`src/rtl/core/wscf_pkg.sv`:
```
// Package for the water shell count / Coulomb field block.
// Holds shared types and fixed-point constants; no dependencies.
`default_nettype none
package wscf_pkg;
  localparam int unsigned KE_Q16 = 943692;

  typedef enum logic [2:0] {
    CFG_OXY  = 3'd0,
    CFG_HYD  = 3'd1,
    CFG_SHELL = 3'd2,
    CFG_CUT  = 3'd3,
    CFG_NEAR = 3'd4
  } cfg_idx_t;

  // classified site handed from front to back
  typedef struct packed {
    logic               active;   // adds a field contribution
    logic signed [24:0] dx;
    logic signed [24:0] dy;
    logic signed [24:0] dz;
    logic [49:0]        r2;
    logic signed [17:0] q;
    logic               cnt_inc;  // oxygen inside shell
    logic               last;
  } site_t;

  typedef struct packed {
    logic [15:0] count;
    logic [31:0] mag;
    logic        sat;
  } result_t;
endpackage
`default_nettype wire

```
`src/rtl/core/wscf_front.sv`:
```
// Front end: takes a site, forms the offset and squared distance, classifies it.
// Depends on wscf_pkg.
`default_nettype none
module wscf_front (
  input  wire logic                  clk,
  input  wire logic                  rst_n,
  input  wire logic                  in_valid,
  output logic                       in_ready,
  input  wire logic                  op,
  input  wire logic signed [23:0]    atom_x,
  input  wire logic signed [23:0]    atom_y,
  input  wire logic signed [23:0]    atom_z,
  input  wire logic signed [23:0]    site_x,
  input  wire logic signed [23:0]    site_y,
  input  wire logic signed [23:0]    site_z,
  input  wire logic                  last,
  input  wire logic signed [17:0]    oxy_q,
  input  wire logic signed [17:0]    hyd_q,
  input  wire logic [29:0]           shell_sq,
  input  wire logic [29:0]           cut_sq,
  input  wire logic [29:0]           near_sq,
  output wscf_pkg::site_t            site_o,
  output logic                       site_valid,
  input  wire logic                  site_ready
);
  import wscf_pkg::*;
  // stage 1: offsets and squares; stage 2: classify
  logic               s1_v_r;
  logic               s1_op_r, s1_last_r;
  logic signed [24:0] s1_dx_r, s1_dy_r, s1_dz_r;
  logic [49:0]        s1_r2_r;
  logic               cut_r;
  site_t              out_r;
  logic               out_v_r;
  logic signed [24:0] dx, dy, dz;
  logic [24:0]        ax, ay, az;
  logic               s1_take, adv, in_cut;

  assign dx = 25'(site_x) - 25'(atom_x);
  assign dy = 25'(site_y) - 25'(atom_y);
  assign dz = 25'(site_z) - 25'(atom_z);
  assign ax = dx[24] ? 25'(-dx) : 25'(dx);
  assign ay = dy[24] ? 25'(-dy) : 25'(dy);
  assign az = dz[24] ? 25'(-dz) : 25'(dz);

  assign adv      = s1_v_r && (!out_v_r || site_ready);
  assign s1_take  = !s1_v_r || adv;
  assign in_ready = s1_take;
  assign site_o   = out_r;
  assign site_valid = out_v_r;
  assign in_cut   = s1_op_r ? cut_r : (s1_r2_r <= 50'(cut_sq));

  always_ff @(posedge clk) begin
    if (!rst_n) begin
      s1_v_r  <= 1'b0;
      out_v_r <= 1'b0;
      cut_r   <= 1'b0;
    end else begin
      if (s1_take) s1_v_r <= in_valid;
      if (adv) out_v_r <= 1'b1;
      else if (site_ready) out_v_r <= 1'b0;
      if (adv) cut_r <= s1_last_r ? 1'b0 : in_cut;
    end
    if (in_valid && s1_take) begin
      s1_op_r   <= op;
      s1_last_r <= last;
      s1_dx_r   <= dx;
      s1_dy_r   <= dy;
      s1_dz_r   <= dz;
      s1_r2_r   <= 50'(ax * ax) + 50'(ay * ay) + 50'(az * az);
    end
    if (adv) begin
      out_r.dx      <= s1_dx_r;
      out_r.dy      <= s1_dy_r;
      out_r.dz      <= s1_dz_r;
      out_r.r2      <= s1_r2_r;
      out_r.q       <= s1_op_r ? hyd_q : oxy_q;
      out_r.last    <= s1_last_r;
      out_r.cnt_inc <= !s1_op_r && (s1_r2_r < 50'(shell_sq));
      out_r.active  <= in_cut && (s1_r2_r != '0) && (s1_r2_r >= 50'(near_sq))
                       && ((s1_op_r ? hyd_q : oxy_q) != '0);
    end
  end
endmodule
`default_nettype wire

```
`config.mk`:
```
export PLATFORM = sky130hd
export DESIGN_NAME = wscf_front
export DESIGN_NICKNAME = d
export VERILOG_FILES = /design/src/rtl/core/wscf_pkg.sv /design/src/rtl/core/wscf_front.sv
export SDC_FILE = /design/constraint.sdc
export NUM_CORES = 2
export LEC_CHECK = 0
export BUFFER_PORTS_ARGS = -buffer_cell sky130_fd_sc_hd__buf_4
export CORE_ASPECT_RATIO = 2
export CORE_MARGIN = 2
export CORE_UTILIZATION = 50
export DETAILED_ROUTE_END_ITERATION = 8
export PLACE_DENSITY_LB_ADDON = 0.3
export SLEW_MARGIN = 25
export SYNTH_ARGS = -nofsm -noshare
export SYNTH_HDL_FRONTEND = slang
export SYNTH_SLANG_ARGS = --single-unit
```
`constraint.sdc`:
```
create_clock -name clk -period 25.8 [get_ports clk]
set_input_delay 0 -clock clk [delete_from_list [all_inputs] [get_ports clk]]
set_output_delay 0 -clock clk [all_outputs]
set_load 0.01 [all_outputs]
```
==> impl_results.md <==
* Skew final at 0.0351 ns
* Hold WS at just over 0.02 ns
* Status: finished, final reports clean
* Met1 Use GR at 30.6%
* Maximum buffer depth of the clock tree at 3
* Most frequent cell after synthesis: inv_1
* Routed WL at about 250 mm
* Syn Inst Count at 7056
* Final hold vios at 0
* Tmin final at 14.50 ns
* Reg2reg start: s1_r2_r[36]
* Critical path class: input port to register
* Num CTS Buffers at 29
* CTS H-tree depth at 1
* RSZ-0062 raised after global routing: false
* Final Cycle Share at 56.2%
* HP Class: input port to register
* DIE HEIGHT at 531 µm
* Layout Area Growth over Synthesis at 11.2%
* Area after DPL at between 70000 and 80000 µm²
* Die ar. at 142000 µm²
* DRT Pass-1 Iters at 6
* CORE AREA at ~140000 µm²
* First-pass GRT wire length at 363 mm
* Routed length per instance at around 26 µm
* Complex-gate fraction of the synthesized area at 5.13%
* Worst Path Arrival at roughly 15 ns
* Layout cell share with drive strength beyond 1 at 8.75%
* Hold EP: s1_dx_r[12]
* Cell variety after synth at 92
* Min-Delay Startpoint: atom_x[12]
* Max-slew violations at 0
* EDFF count, synth at 273
* Mux cell area share after synthesis at 0.412%
* Fill cell count at 12301
* Worst path most repeated cell: fa_1
* Ys flop type: edfxtp_1
* Worst-path clk slew at 0.06 ns
* Pre-CTS setup slack at 11.72 ns
* Ys async rst share at 0%
* Row cnt at ~190
* Setup WS post-layout at 11.30 ns
* GR Overflow Total at 0
* Largest family of logic cells by synthesized area: adder cells
* Drt initial violations at 2842
* Setup TNS at 0 ns
* Synthesis Warnings at 0
* DRC viols at 0
* Endpoints failing setup at 0
* GR peak layer: met2
* Post-Synth Adder-Cell Area at 58.7%
* Post-synth design cell area at 69500 µm²
* Nets at 10165
* Top cell type's share of synthesized area at 46.2%
* Post-synthesis area per instance at 9.85 µm²
* Final antenna-violating net count at 0
* Design area at 77300 µm²
* Root Buffer: clkbuf_16
* Crit path launch type: input port
* Setup slack, reg-to-reg at about 23 ns
* Top cells by count, synth: inv_1 (2182), fa_1 (1606), ha_1 (691)
* Clk sinks at about 280
* IO Port Bufs at about 420
* DP HPWL at 204 mm
* Req. time, crit path at roughly 26 ns
* Register bit total from synthesis at roughly 280
* Max-cap violations at 0
* Worst Path Max Fanout at 19
* R2R cell count at 8
* RePlAce Congestion at approximately 1.0
* Worst Max-Slew Pin Slew at around 1.1 ns
* XOR/XNOR Fraction of Synth Area at under 10%
* WHS Path Cells at 4
* Clock latency on the worst-skew pair at 0.70 ns
* CP peak stage delay at 0.72 ns
* PostCTS Resize Cnt at 0
* Vias in the first global route at 59979
* Largest net degree at the start of global routing at 59
* Cell taking the most area after synthesis: fa_1
* Post-DR vias/cell at 5.47
* RR Endpoint: site_o[145]
* Area share of and/or/nand/nor cells after synthesis at between 8 and 9%
* Top cells by area, synth: fa_1 (46%), ha_1 (12%), edfxtp_1 (12%)
* Die span in x at 268 µm
* Antenna violations before repair at 14
* Sequential fraction of the synthesis area at 11.9%
* GR Util met2 at 64.0%
* GR Util All Layers at 35.9%
* TritonCTS clock tree: done
* IO Count at between 400 and 500
* Critical Path Sink Type: register
* Global Route met3 Usage at 8.10%
* Cell with the largest stage delay on the worst path: fa_1
* DR vias at 51882
* Initial core utilization at 50.3%
* Max-slew headroom at 24.7%
* Fmax at 0.0690 GHz
[per-stage QoR]
step	utilization (%)	cells
floorplan	-	7114
global placement	54.7	9331
detailed placement	54.7	9332
CTS	55.9	9466
global route	55.9	9468
finish	56.0	9477
[flip-flops by register name, summed over array words and instances, names as in the netlist]
signal      flops
cut_r           1
site_valid      1
s1_last_r       1
s1_dz_r        25
s1_op_r         1
s1_v_r          1
s1_dy_r        25
site_o        146
s1_dx_r        25
s1_r2_r        50
[worst max path at each step]
| stage | startpoint | endpoint | slack [ns] |
|---|---|---|---|
| finish | site_z[4] | s1_r2_r[48] | 11.30 |
| global route | site_z[4] | s1_r2_r[48] | 10.78 |
| CTS | site_z[4] | s1_r2_r[48] | 11.62 |
| detailed placement | site_z[0] | s1_r2_r[48] | 11.72 |
| global placement | site_z[0] | s1_r2_r[48] | 11.82 |
| floorplan | site_z[0] | s1_r2_r[48] | 14.23 |
[cells in the final DEF (no fill, tap or decap), types with 21 or more instances in the layout]
cell type	Yosys	routed
o21ai_0	76	76
edfxtp_1	273	273
inv_1	2182	2181
nand2_1	530	530
ha_1	691	691
conb_1	2	60
nor3_1	43	43
fa_1	1606	1606
nor4_1	35	34
mux2_2	21	21
a21oi_1	134	133
a21o_1	97	97
nand2b_1	22	22
xnor2_1	127	120
nor2_1	535	535
nand4_1	38	38
buf_4	1	526
nor2b_1	21	21
a211oi_1	22	22
o21bai_1	22	22
xor2_1	54	50
clkbuf_16	0	29
dlygate4sd3_1	0	81
o21a_1	28	28
nand3_1	32	32
[area by class of cell]
type	instances	area (µm²)	area share, %
Clock buffer	37	756	0.978
Antenna cell	11	27.5	0.0356
Timing Repair Buffer	608	4770	6.18
Clock inverter	16	191	0.248
Multi-Input combinational cell	4470	52700	68.2
Tap cell	1852	2320	3.00
Sequential cell	276	8260	10.7
Inverter	2207	8290	10.7
[logic make-up (layout without fill, tap and decap cells)]
kind of cell	Yosys count	after routing
buffers and inverters	2368	2868
multiplexers	26	26
AO/OA/AOI/OAI	525	525
AND/OR/NAND/NOR	1375	1375
XOR/XNOR	187	187
other	2	71
flip-flops	276	276
adder cells (fa/ha/maj)	2297	2297
[metal layers]
metal  part of all wire [%]  wire length (µm)
met4                     14             34300
met1                     27             66400
met5                  0.036                89
met2                     52            128000
met3                    7.0             17200
[critical path: cells and delay by family]
kind            cells  cell delay (ns)
fa+ha+maj          12             5.73
compound gates      9             3.23
simple gates       10             2.85
buf+inv            12             2.55
xor+xnor            3             0.52
[what timing repair did]
action | CTS | global route
hold endpoints to repair | 84 | 0
hold buffers | 81 | 0
buffers inserted | 0 | 0
Power is left out: the tool's default activity adds up to more than one toggle a clock period on the data nets, which glitch-free logic cannot reach.
